--- config.mk ---
export PLATFORM = sky130hd
export DESIGN_NAME = length_prefixed_to_start_code
export DESIGN_NICKNAME = d
export VERILOG_FILES = /design/src/lpsc_pkg.sv /design/src/length_prefixed_to_start_code.sv /design/src/lpsc_front.sv /design/src/lpsc_queue.sv /design/src/lpsc_back.sv
export SDC_FILE = /design/constraint.sdc
export NUM_CORES = 1
export LEC_CHECK = 0
export ABC_AREA = 1
export BUFFER_PORTS_ARGS = -buffer_cell sky130_fd_sc_hd__buf_2
export CAP_MARGIN = 20
export CORE_MARGIN = 2
export CORE_UTILIZATION = 47
export CTS_BUF_LIST = sky130_fd_sc_hd__clkbuf_4
export DETAILED_ROUTE_END_ITERATION = 7
export GPL_ROUTABILITY_DRIVEN = 0
export GPL_TIMING_DRIVEN = 0
export PLACE_DENSITY = 0.66
export SYNTH_ARGS = -nofsm -noshare
export SYNTH_HDL_FRONTEND = slang
export SYNTH_SLANG_ARGS = --single-unit
--- constraint.sdc ---
create_clock -name i_clk -period 3.82 [get_ports i_clk]
set_input_delay 0.191 -clock i_clk [delete_from_list [all_inputs] [get_ports i_clk]]
set_output_delay 0.191 -clock i_clk [all_outputs]
set_load 0.03 [all_outputs]
--- src/lpsc_pkg.sv ---
`timescale 1ns / 1ps

package lpsc_pkg;

    localparam int SIZE_W      = 24;
    localparam int ACC_W       = 32;
    localparam int CFG_IDX_W   = 2;
    localparam int Q_DEPTH     = 4;
    localparam int Q_AW        = $clog2(Q_DEPTH);
    localparam int SC_LEN      = 4;

    localparam logic [CFG_IDX_W-1:0] CFG_LEN_FIELD_BYTES = 2'd0;
    localparam logic [CFG_IDX_W-1:0] CFG_OUT_CAPACITY    = 2'd1;

    localparam logic [2:0]        LFB_RESET = 3'd4;
    localparam logic [SIZE_W-1:0] CAP_RESET = {SIZE_W{1'b1}};

    typedef enum logic [3:0] {
        PH_EXPECT  = 4'b0001,
        PH_LENGTH  = 4'b0010,
        PH_PAYLOAD = 4'b0100,
        PH_DROP    = 4'b1000
    } t_phase;

    // one queued command: a start code, a payload word and/or an end marker
    typedef struct packed {
        logic              emit_sc;
        logic              emit_data;
        logic [7:0]        data;
        logic              emit_end;
        logic              corrupt;
        logic [SIZE_W-1:0] size;
    } t_cmd;

    function automatic logic [2:0] eff_len_bytes(input logic [2:0] v);
        logic [2:0] r;
        case (v)
            3'd1:    r = 3'd1;
            3'd2:    r = 3'd2;
            default: r = 3'd4;
        endcase
        return r;
    endfunction

    function automatic t_phase finish_length(input logic [ACC_W-1:0]  acc,
                                             input logic [SIZE_W-1:0] unit_rem,
                                             input logic [SIZE_W-1:0] out_rem);
        t_phase ph;
        if (acc > ACC_W'(unit_rem) || acc > ACC_W'(out_rem)) begin
            ph = PH_DROP;
        end else if (acc == '0) begin
            ph = PH_EXPECT;
        end else begin
            ph = PH_PAYLOAD;
        end
        return ph;
    endfunction

endpackage

--- src/length_prefixed_to_start_code.sv ---
`timescale 1ns / 1ps
// an accepted word is parsed and its command pushed into the command queue; the emitter
// moves the queue head into the output register, which holds its word while stalled
// throughput: one input word per cycle while the queue is not full; a payload word gives one
// output word and the first word of each length field four start code words, one per cycle
// while not stalled; a four-entry command queue between parser and emitter absorbs the bursts
// reset: synchronous active low; clears parser state and queue, config to its reset values

module length_prefixed_to_start_code import lpsc_pkg::*; (
    input  logic                 i_clk,
    input  logic                 i_rst_n,
    input  logic                 i_cfg_valid,
    output logic                 o_cfg_ready,
    input  logic [CFG_IDX_W-1:0] i_cfg_index,
    input  logic [SIZE_W-1:0]    i_cfg_data,
    input  logic                 i_in_valid,
    output logic                 o_in_stall,
    input  logic [7:0]           i_in_byte,
    input  logic                 i_first_of_unit,
    input  logic [SIZE_W-1:0]    i_unit_size,
    output logic                 o_out_valid,
    input  logic                 i_out_stall,
    output logic [7:0]           o_out_byte,
    output logic                 o_byte_valid,
    output logic                 o_end_of_unit,
    output logic                 o_corrupt,
    output logic [SIZE_W-1:0]    o_converted_size
);

    logic push;
    logic pop;
    logic q_full;
    logic q_empty;
    t_cmd cmd;
    t_cmd head;

    assign o_cfg_ready = 1'b1;
    assign o_in_stall  = q_full;

    lpsc_front u_front (
        .i_clk           (i_clk),
        .i_rst_n         (i_rst_n),
        .i_cfg_valid     (i_cfg_valid),
        .i_cfg_index     (i_cfg_index),
        .i_cfg_data      (i_cfg_data),
        .i_in_valid      (i_in_valid),
        .i_q_full        (q_full),
        .i_in_byte       (i_in_byte),
        .i_first_of_unit (i_first_of_unit),
        .i_unit_size     (i_unit_size),
        .o_push          (push),
        .o_cmd           (cmd)
    );

    lpsc_queue u_queue (
        .i_clk   (i_clk),
        .i_rst_n (i_rst_n),
        .i_push  (push),
        .i_cmd   (cmd),
        .i_pop   (pop),
        .o_full  (q_full),
        .o_empty (q_empty),
        .o_head  (head)
    );

    lpsc_back u_back (
        .i_clk            (i_clk),
        .i_rst_n          (i_rst_n),
        .i_empty          (q_empty),
        .i_head           (head),
        .i_out_stall      (i_out_stall),
        .o_pop            (pop),
        .o_out_valid      (o_out_valid),
        .o_out_byte       (o_out_byte),
        .o_byte_valid     (o_byte_valid),
        .o_end_of_unit    (o_end_of_unit),
        .o_corrupt        (o_corrupt),
        .o_converted_size (o_converted_size)
    );

endmodule

--- src/lpsc_front.sv ---
`timescale 1ns / 1ps

module lpsc_front import lpsc_pkg::*; (
    input  logic                  i_clk,
    input  logic                  i_rst_n,
    input  logic                  i_cfg_valid,
    input  logic [CFG_IDX_W-1:0]  i_cfg_index,
    input  logic [SIZE_W-1:0]     i_cfg_data,
    input  logic                  i_in_valid,
    input  logic                  i_q_full,
    input  logic [7:0]            i_in_byte,
    input  logic                  i_first_of_unit,
    input  logic [SIZE_W-1:0]     i_unit_size,
    output logic                  o_push,
    output t_cmd                  o_cmd
);

    logic [2:0]        r_lfb;
    logic [SIZE_W-1:0] r_cap;
    t_phase            r_ph,   n_ph;
    logic [2:0]        r_seen, n_seen;
    logic [ACC_W-1:0]  r_acc,  n_acc;
    logic [SIZE_W-1:0] r_ur,   n_ur;
    logic [ACC_W-1:0]  r_pr,   n_pr;
    logic [SIZE_W-1:0] r_orem, n_orem;
    logic [SIZE_W-1:0] r_ow,   n_ow;
    logic [2:0]        r_cl,   n_cl;
    logic              accept;

    assign accept = i_in_valid && !i_q_full;

    always_ff @(posedge i_clk) begin
        if (!i_rst_n) begin
            r_lfb <= LFB_RESET;
            r_cap <= CAP_RESET;
        end else if (i_cfg_valid) begin
            case (i_cfg_index)
                CFG_LEN_FIELD_BYTES: r_lfb <= i_cfg_data[2:0];
                CFG_OUT_CAPACITY:    r_cap <= i_cfg_data;
                default: ;
            endcase
        end
    end

    always_comb begin
        n_ph   = r_ph;
        n_seen = r_seen;
        n_acc  = r_acc;
        n_ur   = r_ur;
        n_pr   = r_pr;
        n_orem = r_orem;
        n_ow   = r_ow;
        n_cl   = r_cl;
        o_push = 1'b0;
        o_cmd  = '0;
        if (accept) begin
            if (i_first_of_unit) begin
                n_ur   = i_unit_size;
                n_orem = r_cap;
                n_ow   = '0;
                n_cl   = eff_len_bytes(r_lfb);
                n_ph   = PH_EXPECT;
                n_seen = '0;
                n_acc  = '0;
                n_pr   = '0;
            end
            if (i_first_of_unit && i_unit_size == '0) begin
                // empty access unit: end marker only
                o_push       = 1'b1;
                o_cmd.emit_end = 1'b1;
            end else if (n_ur != '0) begin
                case (n_ph)
                    PH_EXPECT: begin
                        if (n_ur < SIZE_W'(n_cl) || n_orem < SIZE_W'(SC_LEN)) begin
                            n_ph = PH_DROP;
                        end else begin
                            o_cmd.emit_sc = 1'b1;
                            n_orem = n_orem - SIZE_W'(SC_LEN);
                            n_ow   = n_ow + SIZE_W'(SC_LEN);
                            n_acc  = ACC_W'(i_in_byte);
                            n_seen = 3'd1;
                            if (n_seen >= n_cl) begin
                                n_pr = n_acc;
                                n_ph = finish_length(n_acc, n_ur - 1'b1, n_orem);
                            end else begin
                                n_ph = PH_LENGTH;
                            end
                        end
                    end
                    PH_LENGTH: begin
                        n_acc  = {n_acc[ACC_W-9:0], i_in_byte};
                        n_seen = n_seen + 3'd1;
                        if (n_seen >= n_cl) begin
                            n_pr = n_acc;
                            n_ph = finish_length(n_acc, n_ur - 1'b1, n_orem);
                        end
                    end
                    PH_PAYLOAD: begin
                        o_cmd.emit_data = 1'b1;
                        o_cmd.data      = i_in_byte;
                        n_orem = n_orem - 1'b1;
                        n_ow   = n_ow + 1'b1;
                        n_pr   = n_pr - 1'b1;
                        if (n_pr == '0) begin
                            n_ph = PH_EXPECT;
                        end
                    end
                    default: ;
                endcase
                n_ur = n_ur - 1'b1;
                if (n_ur == '0) begin
                    o_cmd.emit_end = 1'b1;
                    o_cmd.corrupt  = (n_ph != PH_EXPECT);
                    o_cmd.size     = n_ow;
                    n_ph   = PH_EXPECT;
                    n_seen = '0;
                    n_acc  = '0;
                    n_pr   = '0;
                end
                o_push = o_cmd.emit_sc || o_cmd.emit_data || o_cmd.emit_end;
            end
        end
    end

    always_ff @(posedge i_clk) begin
        if (!i_rst_n) begin
            r_ph   <= PH_EXPECT;
            r_seen <= '0;
            r_acc  <= '0;
            r_ur   <= '0;
            r_pr   <= '0;
            r_orem <= '0;
            r_ow   <= '0;
            r_cl   <= LFB_RESET;
        end else begin
            r_ph   <= n_ph;
            r_seen <= n_seen;
            r_acc  <= n_acc;
            r_ur   <= n_ur;
            r_pr   <= n_pr;
            r_orem <= n_orem;
            r_ow   <= n_ow;
            r_cl   <= n_cl;
        end
    end

endmodule

--- src/lpsc_queue.sv ---
`timescale 1ns / 1ps

module lpsc_queue import lpsc_pkg::*; (
    input  logic i_clk,
    input  logic i_rst_n,
    input  logic i_push,
    input  t_cmd i_cmd,
    input  logic i_pop,
    output logic o_full,
    output logic o_empty,
    output t_cmd o_head
);

    t_cmd            r_mem [Q_DEPTH];
    logic [Q_AW-1:0] r_wr;
    logic [Q_AW-1:0] r_rd;
    logic [Q_AW:0]   r_cnt;
    logic            do_push;
    logic            do_pop;

    assign o_full  = (r_cnt == (Q_AW+1)'(Q_DEPTH));
    assign o_empty = (r_cnt == '0);
    assign o_head  = r_mem[r_rd];
    assign do_push = i_push && !o_full;
    assign do_pop  = i_pop && !o_empty;

    always_ff @(posedge i_clk) begin
        if (do_push) begin
            r_mem[r_wr] <= i_cmd;
        end
    end

    always_ff @(posedge i_clk) begin
        if (!i_rst_n) begin
            r_wr  <= '0;
            r_rd  <= '0;
            r_cnt <= '0;
        end else begin
            if (do_push) begin
                r_wr <= r_wr + 1'b1;
            end
            if (do_pop) begin
                r_rd <= r_rd + 1'b1;
            end
            case ({do_push, do_pop})
                2'b10:   r_cnt <= r_cnt + 1'b1;
                2'b01:   r_cnt <= r_cnt - 1'b1;
                default: r_cnt <= r_cnt;
            endcase
        end
    end

endmodule

--- src/lpsc_back.sv ---
`timescale 1ns / 1ps

module lpsc_back import lpsc_pkg::*; (
    input  logic              i_clk,
    input  logic              i_rst_n,
    input  logic              i_empty,
    input  t_cmd              i_head,
    input  logic              i_out_stall,
    output logic              o_pop,
    output logic              o_out_valid,
    output logic [7:0]        o_out_byte,
    output logic              o_byte_valid,
    output logic              o_end_of_unit,
    output logic              o_corrupt,
    output logic [SIZE_W-1:0] o_converted_size
);

    logic              r_ov;
    logic [7:0]        r_byte;
    logic              r_bv;
    logic              r_eou;
    logic              r_bad;
    logic [SIZE_W-1:0] r_size;
    logic [1:0]        r_sc_idx, n_sc_idx;
    logic              r_sc_done, n_sc_done;
    logic              r_data_done, n_data_done;

    logic              can_load;
    logic              p_sc;
    logic              p_data;
    logic              p_end;
    logic              emit;
    logic [7:0]        e_byte;
    logic              e_bv;
    logic              e_eou;
    logic              e_bad;
    logic [SIZE_W-1:0] e_size;

    assign can_load = !r_ov || !i_out_stall;
    assign p_sc     = !i_empty && i_head.emit_sc && !r_sc_done;
    assign p_data   = !i_empty && i_head.emit_data && !r_data_done;
    assign p_end    = !i_empty && i_head.emit_end;

    // pick the next word of the head command; pop on its last word
    always_comb begin
        emit        = 1'b0;
        o_pop       = 1'b0;
        e_byte      = '0;
        e_bv        = 1'b0;
        e_eou       = 1'b0;
        e_bad       = 1'b0;
        e_size      = '0;
        n_sc_idx    = r_sc_idx;
        n_sc_done   = r_sc_done;
        n_data_done = r_data_done;
        if (can_load) begin
            if (p_sc) begin
                emit     = 1'b1;
                e_bv     = 1'b1;
                e_byte   = (r_sc_idx == 2'd3) ? 8'h01 : 8'h00;
                n_sc_idx = r_sc_idx + 2'd1;
                if (r_sc_idx == 2'd3) begin
                    n_sc_done = 1'b1;
                    o_pop     = !p_data && !p_end;
                end
            end else if (p_data) begin
                emit        = 1'b1;
                e_bv        = 1'b1;
                e_byte      = i_head.data;
                n_data_done = 1'b1;
                o_pop       = !p_end;
            end else if (p_end) begin
                emit   = 1'b1;
                e_eou  = 1'b1;
                e_bad  = i_head.corrupt;
                e_size = i_head.size;
                o_pop  = 1'b1;
            end
            if (o_pop) begin
                n_sc_idx    = '0;
                n_sc_done   = 1'b0;
                n_data_done = 1'b0;
            end
        end
    end

    always_ff @(posedge i_clk) begin
        if (!i_rst_n) begin
            r_ov        <= 1'b0;
            r_sc_idx    <= '0;
            r_sc_done   <= 1'b0;
            r_data_done <= 1'b0;
        end else begin
            r_sc_idx    <= n_sc_idx;
            r_sc_done   <= n_sc_done;
            r_data_done <= n_data_done;
            if (can_load) begin
                r_ov <= emit;
            end
        end
    end

    always_ff @(posedge i_clk) begin
        if (can_load && emit) begin
            r_byte <= e_byte;
            r_bv   <= e_bv;
            r_eou  <= e_eou;
            r_bad  <= e_bad;
            r_size <= e_size;
        end
    end

    assign o_out_valid      = r_ov;
    assign o_out_byte       = r_byte;
    assign o_byte_valid     = r_bv;
    assign o_end_of_unit    = r_eou;
    assign o_corrupt        = r_bad;
    assign o_converted_size = r_size;

endmodule

### After elaboration in Yosys (flattened, before gate mapping)

Memories as Yosys holds them, arrays and structs flattened. A register that Yosys moved wholly into a read port is not among the register bits.
Cells that the tools add are included.
W data, S select, Z words.

* flip-flop bits (word level): 220
* latch bits: 0
* RAM bits: 144
* memory bits (read-only): 0
* input port bits: 64
* output and inout bits: 38
* logic and storage cells: 208
* memories kept: 1

* add/sub/neg operators: 12
* multipliers: 0
* div/mod/pow operators: 0
* $lt $le $gt $ge: 8
* eq/ne operators: 12
* shifts and indexed selects: 0
* mux-type cells: 107
* bitwise logic cells: 2
* reduce and logical (&&, ||, !) cells: 44

Memories
* u_queue.r_mem: depth 4, width 36, rd ports 1, clocked after memory_dff 1, wr ports 1, line lpsc_queue.sv:14 `t_cmd r_mem [Q_DEPTH];`

Operator list (count)
* $mux W32: 14
* $mux W24: 14
* $mux W26: 4
* $pmux W24 S2: 2
* $pmux W32 S3: 1
* $mux W36: 2
* $gt A32 B24 Y1: 2
* $logic_not A32 Y1: 2
* $pmux W32 S2: 1
* $mux W4: 14
* $gt A8 B24 Y1: 2
* $logic_not A24 Y1: 2
* $sub A24 B1 Y24 const B: 2
* $mux W9: 4
* $sub A32 B1 Y32 const B: 1
* $mux W3: 10
* $mux W1: 29
* $mux W25: 1
* $add A24 B1 Y24 const B: 1
* $add A24 B3 Y24 const B: 1
* $lt A24 B3 Y1: 1
* $lt A24 B3 Y1 const B: 1
* $reduce_bool A24 Y1: 1
* $sub A24 B3 Y24 const B: 1
* other kinds (32): 72

### Longest topological paths before layout

* depth in word-level cells: 26
* depth in mapped cells: 31

### Cells and area by module

From an unflattened synthesis, not the netlist that was laid out.

* cells, all modules: 3556
* area, all modules: 24511.0 um2

By module, submodules not included
* lpsc_front: instances 1, cells an instance 2979, area an instance 16844.9 um2
* lpsc_queue: instances 1, cells an instance 418, area an instance 5866.9 um2
* lpsc_back: instances 1, cells an instance 157, area an instance 1788.0 um2
* length_prefixed_to_start_code: instances 1, cells an instance 2, area an instance 11.3 um2

### Worst setup path before layout

Ideal clock, no wire load.

* path kind: input to register
* start point: input port i_first_of_unit
* end point: memory u_queue.r_mem[0][0] (netlist name), enable pin
* setup time: 0.429 ns
* data arrival time: 3.758 ns
* required time: 3.391 ns
* path slack: -0.367 ns
* cell stages on the path: 16
* buffers on the path: 4
* cells stage by stage: buf_6 > buf_6 > buf_6 > buf_6 > o21ai_0 > ha_1 > o21ai_0 > nand2_1 > nand2_1 > nand4_1 > nand2_2 > nor2_4 > o21ai_0 > nand3_1 > nand2_1 > nor2_1

* cells in the longest elaborated chain, start to end: 17
* elaborated cells between the ends (all ways): 38
* classes of those cells: add/sub: 1; order compare: 2; eq/ne: 2; mux: 26; reduce/logical: 7

Ends and longest elaborated chain
* start: declaration: line length_prefixed_to_start_code.sv:19 `input logic i_first_of_unit,`
* branches (longest 12 deep; another with $sub A24 B1 Y24)
* $mux W1 *: line lpsc_front.sv:67 `if (i_first_of_unit && i_unit_size == '0) begin`
* $mux W1 *: line lpsc_front.sv:56 `if (accept) begin`
* $logic_and A1 B1 Y1 *: line lpsc_queue.sv:24 `assign do_push = i_push && !o_full;`
* $mux W1 *: line lpsc_queue.sv:28 `if (do_push) begin`
* $mux W1 (implied by the code) *: line lpsc_queue.sv:29 `r_mem[r_wr] <= i_cmd;`
* end: declaration: line lpsc_queue.sv:14

Mark *: on every way between the ends. The select of a mux whose other input is x is not followed.

==> impl_metrics.csv <==
group,metric,value,unit
status,status,"finished, final reports clean",
global_routing,grt_max_degree,32,
power,worst_ir_drop_vdd,0.000259,V
cts,h-tree-depth,3,
min_path,hold_depth,8,
detailed_routing,drc,0,
detailed_routing,post_drt_wl_per_cell,19.8,um
synthesis,synth_nets,3589,
detailed_routing,postRouteAntennaNets,0,
cts,cts_buffers,96,
floorplan,io_pins,102,
floorplan,core_region_area,0.0503,mm^2
global_routing,grt_pass1_wl,134,mm
final_layout,drive_gt1_frac,0.127,
global_routing,grt_antenna_before_repair,3,
detailed_routing,viasPerCell,5.76,
global_routing,grt.overflow.total,0,
min_path,hold_start,"i_unit_size[22]",
min_path,hold_end,"u_front.r_ur[22]",
synthesis,synth_cell_type_count,62,
cts,clk_pin_slew,0.07,ns
detailed_routing,firstDrtPassIters,7,
cts,clk_path_buf_depth,3,
final_layout,fin_area,0.0277,mm^2
timing,drv_slew,0,
detailed_routing,num_vias,25800,
worst_setup_path,cp.arrival,4.40,ns
worst_setup_path,r2r_start,"u_front.r_pr[0]",
worst_setup_path,worst-setup-path-type,"reg2reg",
synthesis,synth.avg_cell_area,6.95,um^2
worst_setup_path,critPathLaunchType,"flip-flop",
final_layout,nets,3875,
min_path,hold_class,"in2reg",
timing,max_freq,263,MHz
detailed_routing,drt_iter0_drc,3452,
synthesis,ys_warn_count,0,
flow_run,cap_violations,0,
cts,cts_tree,"built",
floorplan,dieArea,0.0528,mm^2
floorplan,initial_core_util,0.477,
power,p_per_area,510,mW/mm^2
cts,clk_latency,0.92,ns
worst_setup_path,reg2regPathDepth,20,
timing,skew,0.0746,ns
floorplan,die_height,230,um
synthesis,yosys_register_bits,358,
synthesis,synth_edf_count,179,
synthesis,seq_area_frac_synth,0.374,
cts,cts.sinks,358,
timing,setup_viol,0,
cts,cts_root_buffer,"clkbuf_4",
timing,min_period,3.81,ns
synthesis,ys.flop_type,"edfxtp_1",
worst_setup_path,required,4.42,ns
final_layout,fin_util,0.552,
floorplan,rows,82,
worst_setup_path,r2r_setup_slack,0.01,ns
synthesis,syn-cell-area,0.0240,mm^2
detailed_routing,drt_wl_total,88.9,mm
floorplan,die_x,230,um
placed_design,post_dp_cell_area,0.0255,mm^2
synthesis,postSynthCellCount,3449,
timing,worstMarginPinSlew,1.01,ns
global_routing,grt_pass1_vias,23500,
synthesis,ys_async_sr_fraction,0,
timing,finalCritPeriodShare,0.996,
timing,relSlewSlack,0.325,
power,leakage,0.0116,uW
final_layout,syn_to_final_growth,15.7,%
placed_design,dp_hpwl,65.7,mm
worst_setup_path,end_kind,"flip-flop",
global_routing,grt_use_total,0.328,
timing,hold_viol,0,
placed_design,io_buffers,99,
worst_setup_path,critPathMaxFanout,7,
worst_setup_path,rr_endpoint,"u_queue.r_mem[3][24]",
-- critical path, cell delays in order, from the launching register on --
cell	delay, ns
dfxtp_1	0.32
inv_1	0.07
nor2_1	0.09
inv_1	0.19
ha_1	0.24
nand3_2	0.16
inv_1	0.13
nand2_1	0.11
nor2_1	0.31
nand3_1	0.13
nand2_1	0.08
nand2_1	0.14
a21oi_1	0.16
nand3b_1	0.09
nor3_1	0.36
nand3_1	0.25
nand3_1	0.18
nand2_1	0.08
nor2_2	0.15
a21oi_2	0.07
buf_4	0.16
-- flip-flops by register name, indices dropped and copies added, names as in the netlist, 2 cells and up, named ones only --
signal,count
u_back.o_converted_size,24
u_back.o_out_byte,8
u_back.r_sc_idx,2
u_front.r_acc,24
u_front.r_cap,24
u_front.r_cl,3
u_front.r_lfb,3
u_front.r_orem,24
u_front.r_ow,24
u_front.r_ph,4
u_front.r_pr,32
u_front.r_seen,3
u_front.r_ur,24
u_queue.r_cnt,3
u_queue.r_mem,144
u_queue.r_rd,2
u_queue.r_wr,2
-- metrics by stage --
stage	setup slack, ns	std cells	hold WS [ns]	TNS, ns	total power, uW
2_1_floorplan	-0.367	3449	0.317	-52.85	8710
3_3_place_gp	-2.68	4220	0.404	-467.69	10200
3_5_place_dp	-1.61	4226	0.409	-137.62	10400
4_1_cts	0.0128	4463	0.000341	0	14000
5_1_grt	-0.0254	4481	0.0570	-0.0700	14900
6_report	0.0135	4481	0.0315	0	14100
-- layout make-up --
type	instances	area [um^2]
Antenna cell	4	10.0
Fill cell	5003	22500
Clock buffer	136	1020
Inverter	359	1350
Sequential cell	358	8960
Multi-Input combinational cell	2574	13100
Clock inverter	32	226
Tap cell	672	841
Timing Repair Buffer	190	1410
Buffer	156	817
-- metal layers --
| metal | wire length, um | global-route usage | vias up |
|---|---|---|---|
| met5 | 10 | 0 | - |
| met4 | 4850 | 0.170 | 2 |
| met3 | 9550 | 0.0756 | 323 |
| met2 | 38300 | 0.505 | 1476 |
| met1 | 36200 | 0.430 | 11800 |
| li1 | - | - | 12200 |
-- cell usage after synthesis, types with 31 or more instances --
cell type	n	share of area
nand4_1	49	0.013
inv_1	333	0.052
o211ai_1	43	0.013
dfxtp_1	179	0.15
clkbuf_1	95	0.015
edfxtp_1	179	0.22
o22ai_1	54	0.014
nand2_1	861	0.13
nor2_1	465	0.073
nand3_1	210	0.044
ha_1	75	0.039
o21ai_1	32	0.0067
nor3_1	31	0.0065
xor2_1	35	0.013
a21oi_1	310	0.065
o21ai_0	214	0.045
-- how the worst max path moves through the flow --
stage | slack (ns) | endpoint | startpoint
after global placement | -2.68 | u_queue.r_mem[1][17] | i_first_of_unit
final | 0.01 | u_queue.r_mem[3][24] | u_front.r_pr[0]
after floorplan | -0.37 | u_queue.r_mem[0][0] | i_first_of_unit
after CTS | 0.01 | u_queue.r_mem[3][24] | u_front.r_ur[1]
after global routing | -0.03 | u_queue.r_cnt[2] | u_front.r_lfb[1]
after detailed placement | -1.61 | u_queue.r_mem[0][24] | i_first_of_unit
-- cells by family after synthesis --
kind of cell             Yosys count  synth area share
flip-flops                       358             0.374
AO/OA/AOI/OAI                    743             0.176
XOR/XNOR                          40            0.0152
other                              1          0.000156
AND/OR/NAND/NOR                 1714             0.304
adder cells (fa/ha/maj)           76            0.0400
buffers and inverters            517            0.0907
-- power breakdown --
| group | switching, uW | total, uW | internal, uW |
|---|---|---|---|
| clock | 1710 | 3550 | 1850 |
| combinational | 4020 | 5600 | 1580 |
| sequential | 226 | 4980 | 4760 |
-- what timing repair did --
item,CTS,global route
endpoints found under the setup margin,174,91
pin swaps,1,9
hold buffers,69,0
endpoints found under the hold margin,83,0
setup buffers,1,15
gates resized for setup,19,40
-- layout by cell type (no fill, tap or decap), drive strengths merged, types with 13 or more instances in the layout --
cell type,instances
nand2,876
nor2,502
inv,358
a21oi,310
o21ai,259
clkbuf,230
nand3,214
buf,184
edfxtp,179
dfxtp,179
ha,75
dlygate4sd3,68
o22ai,54
nand4,52
o211ai,43
nor3,39
xor2,37
clkinv,30
a31oi,14
a221oi,13
No activity file was read; power rests on OpenSTA's default activity.
